**src/rtl/core/tet_pkg.sv**
```systemverilog
`timescale 1ns / 1ps

package tet_pkg;

    localparam int COORD_BITS = 12;
    localparam int SIZE_BITS  = COORD_BITS + 1;
    localparam int MAX_TOUCHES = 2;

    localparam int ADDR_BITS = 5;
    localparam int DATA_BITS = 32;

    // Register indexes (byte address = 4 * index).
    localparam logic [2:0] REG_SWAP_AXES    = 3'd0;
    localparam logic [2:0] REG_INVERT_HORIZ = 3'd1;
    localparam logic [2:0] REG_INVERT_VERT  = 3'd2;
    localparam logic [2:0] REG_PANEL_WIDTH  = 3'd3;
    localparam logic [2:0] REG_PANEL_HEIGHT = 3'd4;

    localparam logic [SIZE_BITS-1:0] PANEL_SIZE_RESET = SIZE_BITS'(1 << COORD_BITS);

    // Event kinds.
    localparam logic [1:0] KIND_DOWN = 2'd0;
    localparam logic [1:0] KIND_MOVE = 2'd1;
    localparam logic [1:0] KIND_UP   = 2'd2;

    typedef enum logic
    {
        TOUCH_IDLE,
        TOUCH_HELD
    } touch_state_t;

    typedef struct packed
    {
        logic                 swap_axes;
        logic                 invert_horizontal;
        logic                 invert_vertical;
        logic [SIZE_BITS-1:0] panel_width;
        logic [SIZE_BITS-1:0] panel_height;
    } cfg_t;

    typedef struct packed
    {
        logic                  valid;
        logic [1:0]            kind;
        logic [COORD_BITS-1:0] x;
        logic [COORD_BITS-1:0] y;
    } event_t;

endpackage

```
**src/rtl/core/tet_cfg_regs.sv**
```systemverilog
`timescale 1ns / 1ps

module tet_cfg_regs
    import tet_pkg::*;
(
    input  logic                 clk,
    input  logic                 rst_n,
    input  logic                 psel,
    input  logic                 penable,
    input  logic                 pwrite,
    input  logic [ADDR_BITS-1:0] paddr,
    input  logic [DATA_BITS-1:0] pwdata,
    output logic [DATA_BITS-1:0] prdata,
    output logic                 pready,
    output cfg_t                 cfg
);

    cfg_t       cfg_reg;
    logic       wr_en;
    logic [2:0] reg_index;

    assign pready    = 1'b1;
    assign wr_en     = psel && penable && pwrite && pready;
    assign reg_index = paddr[ADDR_BITS-1:2];
    assign cfg       = cfg_reg;

    always_ff @(posedge clk or negedge rst_n)
    begin
        if (!rst_n)
        begin
            cfg_reg.swap_axes         <= 1'b0;
            cfg_reg.invert_horizontal <= 1'b0;
            cfg_reg.invert_vertical   <= 1'b0;
            cfg_reg.panel_width       <= PANEL_SIZE_RESET;
            cfg_reg.panel_height      <= PANEL_SIZE_RESET;
        end
        else if (wr_en)
        begin
            case (reg_index)
                REG_SWAP_AXES:    cfg_reg.swap_axes         <= pwdata[0];
                REG_INVERT_HORIZ: cfg_reg.invert_horizontal <= pwdata[0];
                REG_INVERT_VERT:  cfg_reg.invert_vertical   <= pwdata[0];
                REG_PANEL_WIDTH:  cfg_reg.panel_width       <= pwdata[SIZE_BITS-1:0];
                REG_PANEL_HEIGHT: cfg_reg.panel_height      <= pwdata[SIZE_BITS-1:0];
                default:          ;
            endcase
        end
    end

    always_comb
    begin
        case (reg_index)
            REG_SWAP_AXES:    prdata = DATA_BITS'(cfg_reg.swap_axes);
            REG_INVERT_HORIZ: prdata = DATA_BITS'(cfg_reg.invert_horizontal);
            REG_INVERT_VERT:  prdata = DATA_BITS'(cfg_reg.invert_vertical);
            REG_PANEL_WIDTH:  prdata = DATA_BITS'(cfg_reg.panel_width);
            REG_PANEL_HEIGHT: prdata = DATA_BITS'(cfg_reg.panel_height);
            default:          prdata = '0;
        endcase
    end

endmodule

```
**src/rtl/core/tet_axis_map.sv**
```systemverilog
`timescale 1ns / 1ps

// Clamps one coordinate below the panel size and optionally mirrors it.
module tet_axis_map
    import tet_pkg::*;
(
    input  logic [COORD_BITS-1:0] raw,
    input  logic [SIZE_BITS-1:0]  size,
    input  logic                  invert,
    output logic [COORD_BITS-1:0] mapped
);

    logic [COORD_BITS-1:0] limit;
    logic [COORD_BITS-1:0] clamped;

    // limit is the effective size minus one; a size of zero acts as one and
    // anything above the full coordinate range acts as the full range.
    always_comb
    begin
        if (size == '0)
        begin
            limit = '0;
        end
        else if (size[SIZE_BITS-1])
        begin
            limit = '1;
        end
        else
        begin
            limit = size[COORD_BITS-1:0] - COORD_BITS'(1);
        end

        clamped = (raw > limit) ? limit : raw;
        mapped  = invert ? (limit - clamped) : clamped;
    end

endmodule

```
**src/rtl/core/tet_event_fsm.sv**
```systemverilog
`timescale 1ns / 1ps

// Holds the touch state and last point and decides which event a poll makes.
module tet_event_fsm
    import tet_pkg::*;
(
    input  logic                  clk,
    input  logic                  rst_n,
    input  logic                  step,
    input  logic                  read_ok,
    input  logic [3:0]            count,
    input  logic [COORD_BITS-1:0] px,
    input  logic [COORD_BITS-1:0] py,
    output event_t                evt
);

    touch_state_t          state_reg, state_next;
    logic [COORD_BITS-1:0] last_x_reg, last_x_next;
    logic [COORD_BITS-1:0] last_y_reg, last_y_next;
    logic                  poll_usable;

    assign poll_usable = read_ok && (count <= 4'(MAX_TOUCHES));

    always_ff @(posedge clk or negedge rst_n)
    begin
        if (!rst_n)
        begin
            state_reg  <= TOUCH_IDLE;
            last_x_reg <= '0;
            last_y_reg <= '0;
        end
        else if (step)
        begin
            state_reg  <= state_next;
            last_x_reg <= last_x_next;
            last_y_reg <= last_y_next;
        end
    end

    always_comb
    begin
        state_next  = state_reg;
        last_x_next = last_x_reg;
        last_y_next = last_y_reg;
        evt.valid   = 1'b0;
        evt.kind    = KIND_DOWN;
        evt.x       = px;
        evt.y       = py;

        if (poll_usable)
        begin
            case (state_reg)
                TOUCH_IDLE:
                begin
                    if (count != 4'd0)
                    begin
                        state_next  = TOUCH_HELD;
                        last_x_next = px;
                        last_y_next = py;
                        evt.valid   = 1'b1;
                        evt.kind    = KIND_DOWN;
                    end
                end
                TOUCH_HELD:
                begin
                    if (count == 4'd0)
                    begin
                        state_next = TOUCH_IDLE;
                        evt.valid  = 1'b1;
                        evt.kind   = KIND_UP;
                        evt.x      = last_x_reg;
                        evt.y      = last_y_reg;
                    end
                    else if ((px != last_x_reg) || (py != last_y_reg))
                    begin
                        last_x_next = px;
                        last_y_next = py;
                        evt.valid   = 1'b1;
                        evt.kind    = KIND_MOVE;
                    end
                end
                default:
                begin
                    state_next = TOUCH_IDLE;
                end
            endcase
        end
    end

endmodule

```
**src/rtl/core/touch_event_tracker.sv**
```systemverilog
`timescale 1ns / 1ps

// touch_event_tracker turns polls of a capacitive touch controller into DOWN,
// MOVE and UP events. A poll enters on the s_axis side (tuser carries the
// read-success flag, tdata the status byte and the four coordinate bytes) and
// is held in an input register; once the output register can take an event,
// the block maps the raw point (optional axis swap, clamp below the panel size,
// optional mirroring), compares it with the touch state and the last point,
// and loads any event into an output register that drives the m_axis side. One
// poll is accepted every cycle for as long as the output register is empty or
// being drained; a stalled output holds the input register, which is what sets
// the throughput. Polls with a failed read, or more than two touches, make no
// event and leave the state alone, as does a held touch whose mapped point has
// not changed. The mapping registers sit behind the APB port at byte addresses
// 0 (swap_axes), 4 (invert_horizontal), 8 (invert_vertical), 12 (panel_width)
// and 16 (panel_height); write them only while no poll is in flight.
module touch_event_tracker
    import tet_pkg::*;
(
    input  logic                  clk,
    input  logic                  rst_n,

    input  logic                  psel,
    input  logic                  penable,
    input  logic                  pwrite,
    input  logic [ADDR_BITS-1:0]  paddr,
    input  logic [DATA_BITS-1:0]  pwdata,
    output logic [DATA_BITS-1:0]  prdata,
    output logic                  pready,

    input  logic                  s_axis_tvalid,
    output logic                  s_axis_tready,
    // [7:0] status_byte, [15:8] x_high_byte, [23:16] x_low_byte,
    // [31:24] y_high_byte, [39:32] y_low_byte
    input  logic [39:0]           s_axis_tdata,
    // [0] read_ok
    input  logic                  s_axis_tuser,

    output logic                  m_axis_tvalid,
    input  logic                  m_axis_tready,
    // [11:0] point_x, [23:12] point_y
    output logic [23:0]           m_axis_tdata,
    // [1:0] event_kind
    output logic [1:0]            m_axis_tuser
);

    cfg_t cfg;

    // Input register: one poll waiting to be evaluated.
    logic                  in_valid_reg, in_valid_next;
    logic                  read_ok_reg;
    logic [3:0]            count_reg;
    logic [COORD_BITS-1:0] raw_x_reg;
    logic [COORD_BITS-1:0] raw_y_reg;

    // Output register: one event waiting to be taken.
    logic                  out_valid_reg, out_valid_next;
    logic [1:0]            out_kind_reg;
    logic [COORD_BITS-1:0] out_x_reg;
    logic [COORD_BITS-1:0] out_y_reg;

    logic                  out_free;
    logic                  step;
    logic                  in_load;
    logic [COORD_BITS-1:0] axis_x;
    logic [COORD_BITS-1:0] axis_y;
    logic [COORD_BITS-1:0] map_x;
    logic [COORD_BITS-1:0] map_y;
    event_t                evt;

    tet_cfg_regs u_cfg_regs
    (
        .clk     (clk),
        .rst_n   (rst_n),
        .psel    (psel),
        .penable (penable),
        .pwrite  (pwrite),
        .paddr   (paddr),
        .pwdata  (pwdata),
        .prdata  (prdata),
        .pready  (pready),
        .cfg     (cfg)
    );

    // The held poll is evaluated once the output register can take its event.
    assign out_free      = !out_valid_reg || m_axis_tready;
    assign step          = in_valid_reg && out_free;
    assign s_axis_tready = !in_valid_reg || step;
    assign in_load       = s_axis_tvalid && s_axis_tready;
    assign in_valid_next = in_load ? 1'b1 : (step ? 1'b0 : in_valid_reg);

    always_ff @(posedge clk or negedge rst_n)
    begin
        if (!rst_n)
        begin
            in_valid_reg <= 1'b0;
        end
        else
        begin
            in_valid_reg <= in_valid_next;
        end
    end

    // Only the low nibbles of the status and high coordinate bytes matter.
    always_ff @(posedge clk)
    begin
        if (in_load)
        begin
            read_ok_reg <= s_axis_tuser;
            count_reg   <= s_axis_tdata[3:0];
            raw_x_reg   <= {s_axis_tdata[11:8], s_axis_tdata[23:16]};
            raw_y_reg   <= {s_axis_tdata[27:24], s_axis_tdata[39:32]};
        end
    end

    assign axis_x = cfg.swap_axes ? raw_y_reg : raw_x_reg;
    assign axis_y = cfg.swap_axes ? raw_x_reg : raw_y_reg;

    tet_axis_map u_map_x
    (
        .raw    (axis_x),
        .size   (cfg.panel_width),
        .invert (cfg.invert_horizontal),
        .mapped (map_x)
    );

    tet_axis_map u_map_y
    (
        .raw    (axis_y),
        .size   (cfg.panel_height),
        .invert (cfg.invert_vertical),
        .mapped (map_y)
    );

    tet_event_fsm u_event_fsm
    (
        .clk     (clk),
        .rst_n   (rst_n),
        .step    (step),
        .read_ok (read_ok_reg),
        .count   (count_reg),
        .px      (map_x),
        .py      (map_y),
        .evt     (evt)
    );

    always_comb
    begin
        if (step && evt.valid)
        begin
            out_valid_next = 1'b1;
        end
        else if (m_axis_tready)
        begin
            out_valid_next = 1'b0;
        end
        else
        begin
            out_valid_next = out_valid_reg;
        end
    end

    always_ff @(posedge clk or negedge rst_n)
    begin
        if (!rst_n)
        begin
            out_valid_reg <= 1'b0;
        end
        else
        begin
            out_valid_reg <= out_valid_next;
        end
    end

    always_ff @(posedge clk)
    begin
        if (step && evt.valid)
        begin
            out_kind_reg <= evt.kind;
            out_x_reg    <= evt.x;
            out_y_reg    <= evt.y;
        end
    end

    assign m_axis_tvalid = out_valid_reg;
    assign m_axis_tdata  = {out_y_reg, out_x_reg};
    assign m_axis_tuser  = out_kind_reg;

endmodule

```
**config.mk**
```make
export PLATFORM = sky130hd
export DESIGN_NAME = touch_event_tracker
export DESIGN_NICKNAME = d
export VERILOG_FILES = /design/src/rtl/core/tet_pkg.sv /design/src/rtl/core/tet_cfg_regs.sv /design/src/rtl/core/tet_axis_map.sv /design/src/rtl/core/tet_event_fsm.sv /design/src/rtl/core/touch_event_tracker.sv
export SDC_FILE = /design/constraint.sdc
export NUM_CORES = 1
export LEC_CHECK = 0
export BUFFER_PORTS_ARGS = -buffer_cell sky130_fd_sc_hd__buf_4
export CAP_MARGIN = 15
export CELL_PAD_IN_SITES_DETAIL_PLACEMENT = 0
export CELL_PAD_IN_SITES_GLOBAL_PLACEMENT = 2
export CORE_MARGIN = 4
export CORE_UTILIZATION = 33
export CTS_CLUSTER_DIAMETER = 30
export DETAILED_ROUTE_END_ITERATION = 8
export PLACE_DENSITY = 0.89
export SLEW_MARGIN = 20
export SYNTH_ARGS = -nofsm -noshare
export SYNTH_HDL_FRONTEND = slang
export SYNTH_HIERARCHICAL = 1
export SYNTH_SLANG_ARGS = --single-unit
```
**constraint.sdc**
```tcl
create_clock -name clk -period 7.9 [get_ports clk]
set_input_delay 0.79 -clock clk [delete_from_list [all_inputs] [get_ports clk]]
set_output_delay 0.79 -clock clk [all_outputs]
set_load 0.02 [all_outputs]
```
==> metrics.log <==
INFO  metric report.final.setup_viol = 0
INFO  metric dp_hpwl = 18.2 mm
INFO  metric synth-edff-count = 55
INFO  metric cts_max_path_buffers = 2
INFO  metric cts_buffers = 9
INFO  metric timing.max_cap.violations = 0
INFO  metric tritoncts = built
INFO  metric gr_peak_layer = met2
INFO  metric grt_util_met2 = 27.9%
INFO  metric cell_count_of_the_worst_reg_to_reg_path = 29
INFO  metric min_period_over_period = 91.1%
INFO  metric grt_use_total = 16.2%
INFO  metric area_of_the_mapped_netlist = 0.00881 sq mm
INFO  metric vias_per_cell = 5.31
INFO  metric largest_register_ff_count = 29
INFO  metric yosysTopAreaCell = sky130_fd_sc_hd__edfxtp_1
INFO  metric worst-endpoint-arrival = 7.33 ns
INFO  metric yosysTopAreaCellShare = 18.7%
INFO  metric register_area = 0.00306 sq mm
INFO  metric worst-r2r-setup-slack = 0.70 ns
INFO  metric dr.pass1.iters = 5
INFO  metric worst_ep_required_time = 8.03 ns
INFO  metric route.detailed.drc = 0
INFO  metric final_max_slew_viol_count = 0
INFO  metric fmax = 139 MHz
INFO  metric regToRegEndpoint = out_x_reg[8]
INFO  metric filler_cell_count = 2,609
INFO  metric final_nets = 1,108
INFO  metric hold_viol = 0
INFO  metric dieWidth = 171 microns
INFO  metric fin_util = 38.7%
INFO  metric ioPinCount = 146
INFO  metric average_size_of_a_mapped_cell = 9.85 sq um
INFO  metric wl_per_cell = 18.1 microns
INFO  metric start_util = 33.7%
INFO  metric cts_hold_buf = 0
INFO  metric run_status = finished, final reports clean
INFO  metric setup.worst_path.start = u_cfg_regs/cfg[20]
INFO  metric grt_pass1_vias = 6,682
INFO  metric worst_slew_margin_rel = 40.1%
INFO  metric final.min_clock_period = 7.20 ns
INFO  metric initial_antenna_violation_count = 1
INFO  metric critical-path-max-stage-delay = 0.54 ns
INFO  metric grt_start_max_net_pins = 57
INFO  metric globalRouteMet1Util = 21.3%
INFO  metric syn_inst = 894
INFO  metric tns = 0 ns
INFO  metric category_of_the_worst_setup_path_launch_point = flip-flop
INFO  metric worst_r2r_startpoint = u_cfg_regs/cfg[20]
INFO  metric fin_skew = 0.0186 ns
INFO  metric cts_root_buf = sky130_fd_sc_hd__clkbuf_16
INFO  metric slowest_stage_cell_crit_path = sky130_fd_sc_hd__or4_4
INFO  metric power.ir.vdd_worst = 122 uV
INFO  metric antenna_left = 0
INFO  metric min_path_type = input pin to asynchronous set/reset pin
INFO  metric clock_insertion_delay_worst_skew = 0.37 ns
INFO  metric port_buffers = 92
INFO  metric clk_pin_slew_worst_paths = 0.09 ns
INFO  metric post_synth_num_cell_types = 83
INFO  metric multi_input_area = 0.00526 sq mm
INFO  metric dr_total_vias = 7,005
INFO  metric timing.critical_path.to_type = flip-flop
INFO  metric grt.met3_usage = 2.11%
INFO  metric power_density = 390 mW/mm^2
INFO  metric rsz_0062_raised_after_global_routing = no
INFO  metric grt_first_pass_wirelength = 37.3 mm
INFO  metric synth_async_sr_flop_share = 50.5%
INFO  metric crit_fanout = 6
INFO  metric rows = 59
INFO  metric post_synth_main_area_contributors = sky130_fd_sc_hd__edfxtp_1 (19%), sky130_fd_sc_hd__dfrtp_1 (15%), sky130_fd_sc_hd__ha_1 (6.2%), sky130_fd_sc_hd__mux2_4 (5.1%), sky130_fd_sc_hd__nand2_1 (3.9%)
INFO  metric synth_sequential_area_ratio = 34.7%
INFO  metric worst_margin_pin_slew = 0.895 ns
INFO  metric critical_setup_path_kind = flip-flop to flip-flop
INFO  metric synthFlopType = sky130_fd_sc_hd__edfxtp_1
INFO  metric total_leakage_power = 4.33 nW
INFO  metric register_bit_total_from_synthesis = 111
INFO  metric drive_above_1_share = 24.0%
INFO  metric cts.sinks = 111
INFO  metric global_route.overflow_total = 0
INFO  metric core_footprint = 0.0261 sq mm
INFO  metric syn2layout_area_growth = 14.7%
INFO  metric routed_wirelength = 23.8 mm
INFO  metric fp.dieH = 171 microns
INFO  metric initialDrtViolationCount = 447
INFO  metric gp_routability_congestion = 0.864
INFO  metric die_area = 0.0294 sq mm
INFO  metric yosysWarnings = 6
INFO  metric ctsHtreeMaxLevel = 3
==> critical path: cells and delay by family, from the launching register on <==
kind / cells / cell delay [ns]
multiplexers: 1 / 0.13
AO/OA/AOI/OAI: 11 / 2.82
flip-flops: 1 / 0.44
adder cells (fa/ha/maj): 3 / 0.93
XOR/XNOR: 2 / 0.29
buffers and inverters: 3 / 0.33
AND/OR/NAND/NOR: 9 / 2.02
==> worst max path at each step <==
stage / slack (ns) / cells after the start / end
final: 0.70 / 29 / out_x_reg[8]
after global routing: 0.08 / 29 / out_x_reg[8]
after CTS: 0.28 / 29 / out_y_reg[10]
after detailed placement: 0.33 / 29 / out_y_reg[8]
after global placement: 0.36 / 33 / out_y_reg[8]
after floorplan: 0.29 / 32 / m_axis_tuser[0]
==> routing by layer <==
metal | wire length [microns] | vias up
met3 | 938 | 25
li1 | - | 3466
met5 | 0 | -
met4 | 472 | 0
met2 | 12000 | 149
met1 | 10400 | 3365
==> layout make-up <==
| cell class | count | share of cell area (%) |
|---|---|---|
| Antenna cell | 1 | 0.0248 |
| Inverter | 44 | 1.63 |
| Clock buffer | 9 | 2.23 |
| Timing Repair Buffer | 119 | 8.96 |
| Sequential cell | 111 | 30.2 |
| Multi-Input combinational cell | 692 | 52.0 |
| Tap cell | 335 | 4.15 |
| Clock inverter | 7 | 0.743 |
==> kinds of logic (layout without fill, tap and decap cells) <==
group | count (synthesis) | in the layout | synth area share [%]
compound gates | 245 | 245 | 20.1
xor+xnor | 48 | 48 | 4.77
fa+ha+maj | 46 | 46 | 6.70
buf+inv | 109 | 179 | 6.63
flops | 111 | 111 | 34.7
mux | 89 | 89 | 12.5
other cells | 2 | 21 | 0.0852
simple gates | 244 | 244 | 14.5
==> Yosys cell counts (all sizes together) (5+ instances only) <==
cell type,instances
and2,5
a31oi,11
nand3,15
o211ai,8
edfxtp,55
a221o,25
nor3,21
a21o,13
o21ai,54
a211oi,5
o22ai,5
nor2,45
mux2i,12
ha,44
a31o,5
xnor2,9
a21oi,55
buf,39
nor2b,6
nor4,17
dfrtp,54
o31ai,5
o21a,12
mux2,77
a22o,16
nand2,92
clkbuf,26
or4,5
xor2,39
inv,44
nand4,13
nand2b,7
==> report_power, final <==
group / switching [mW] / internal [mW]
clock network: 0.240 / 0.225
registers: 0.147 / 0.756
logic: 1.51 / 1.07
==> layout by cell type, fill, tap and decap left out, drive strengths merged, types with 6 or more instances in the layout <==
| cell | n |
|---|---|
| buf | 119 |
| nand2 | 92 |
| mux2 | 77 |
| edfxtp | 55 |
| a21oi | 55 |
| dfrtp | 54 |
| o21ai | 54 |
| inv | 47 |
| nor2 | 45 |
| ha | 44 |
| xor2 | 39 |
| a221o | 25 |
| nor3 | 21 |
| conb | 20 |
| nor4 | 17 |
| a22o | 16 |
| nand3 | 15 |
| a21o | 13 |
| nand4 | 13 |
| mux2i | 12 |
| o21a | 12 |
| a31oi | 11 |
| clkbuf | 9 |
| xnor2 | 9 |
| o211ai | 8 |
| nand2b | 7 |
| nor2b | 6 |
==> through the flow <==
stage	area (sq um)	hold WS (ns)	power, mW	cells	setup slack (ns)
after global placement	9760	0.525	3.44	1297	0.362
after global routing	10100	0.538	4.31	1318	0.0824
after CTS	10100	0.509	3.94	1313	0.284
after floorplan	8880	0.479	2.86	912	0.288
final	10100	0.479	3.94	1318	0.700
after detailed placement	9760	0.533	3.46	1297	0.334
==> repair_timing <==
| item | in CTS | in global routing |
|---|---|---|
| endpoints found under the setup margin | 0 | 26 |
| buffers inserted | 0 | 4 |
| gates resized for setup | 0 | 3 |
Power figures use the tool's default switching activity.
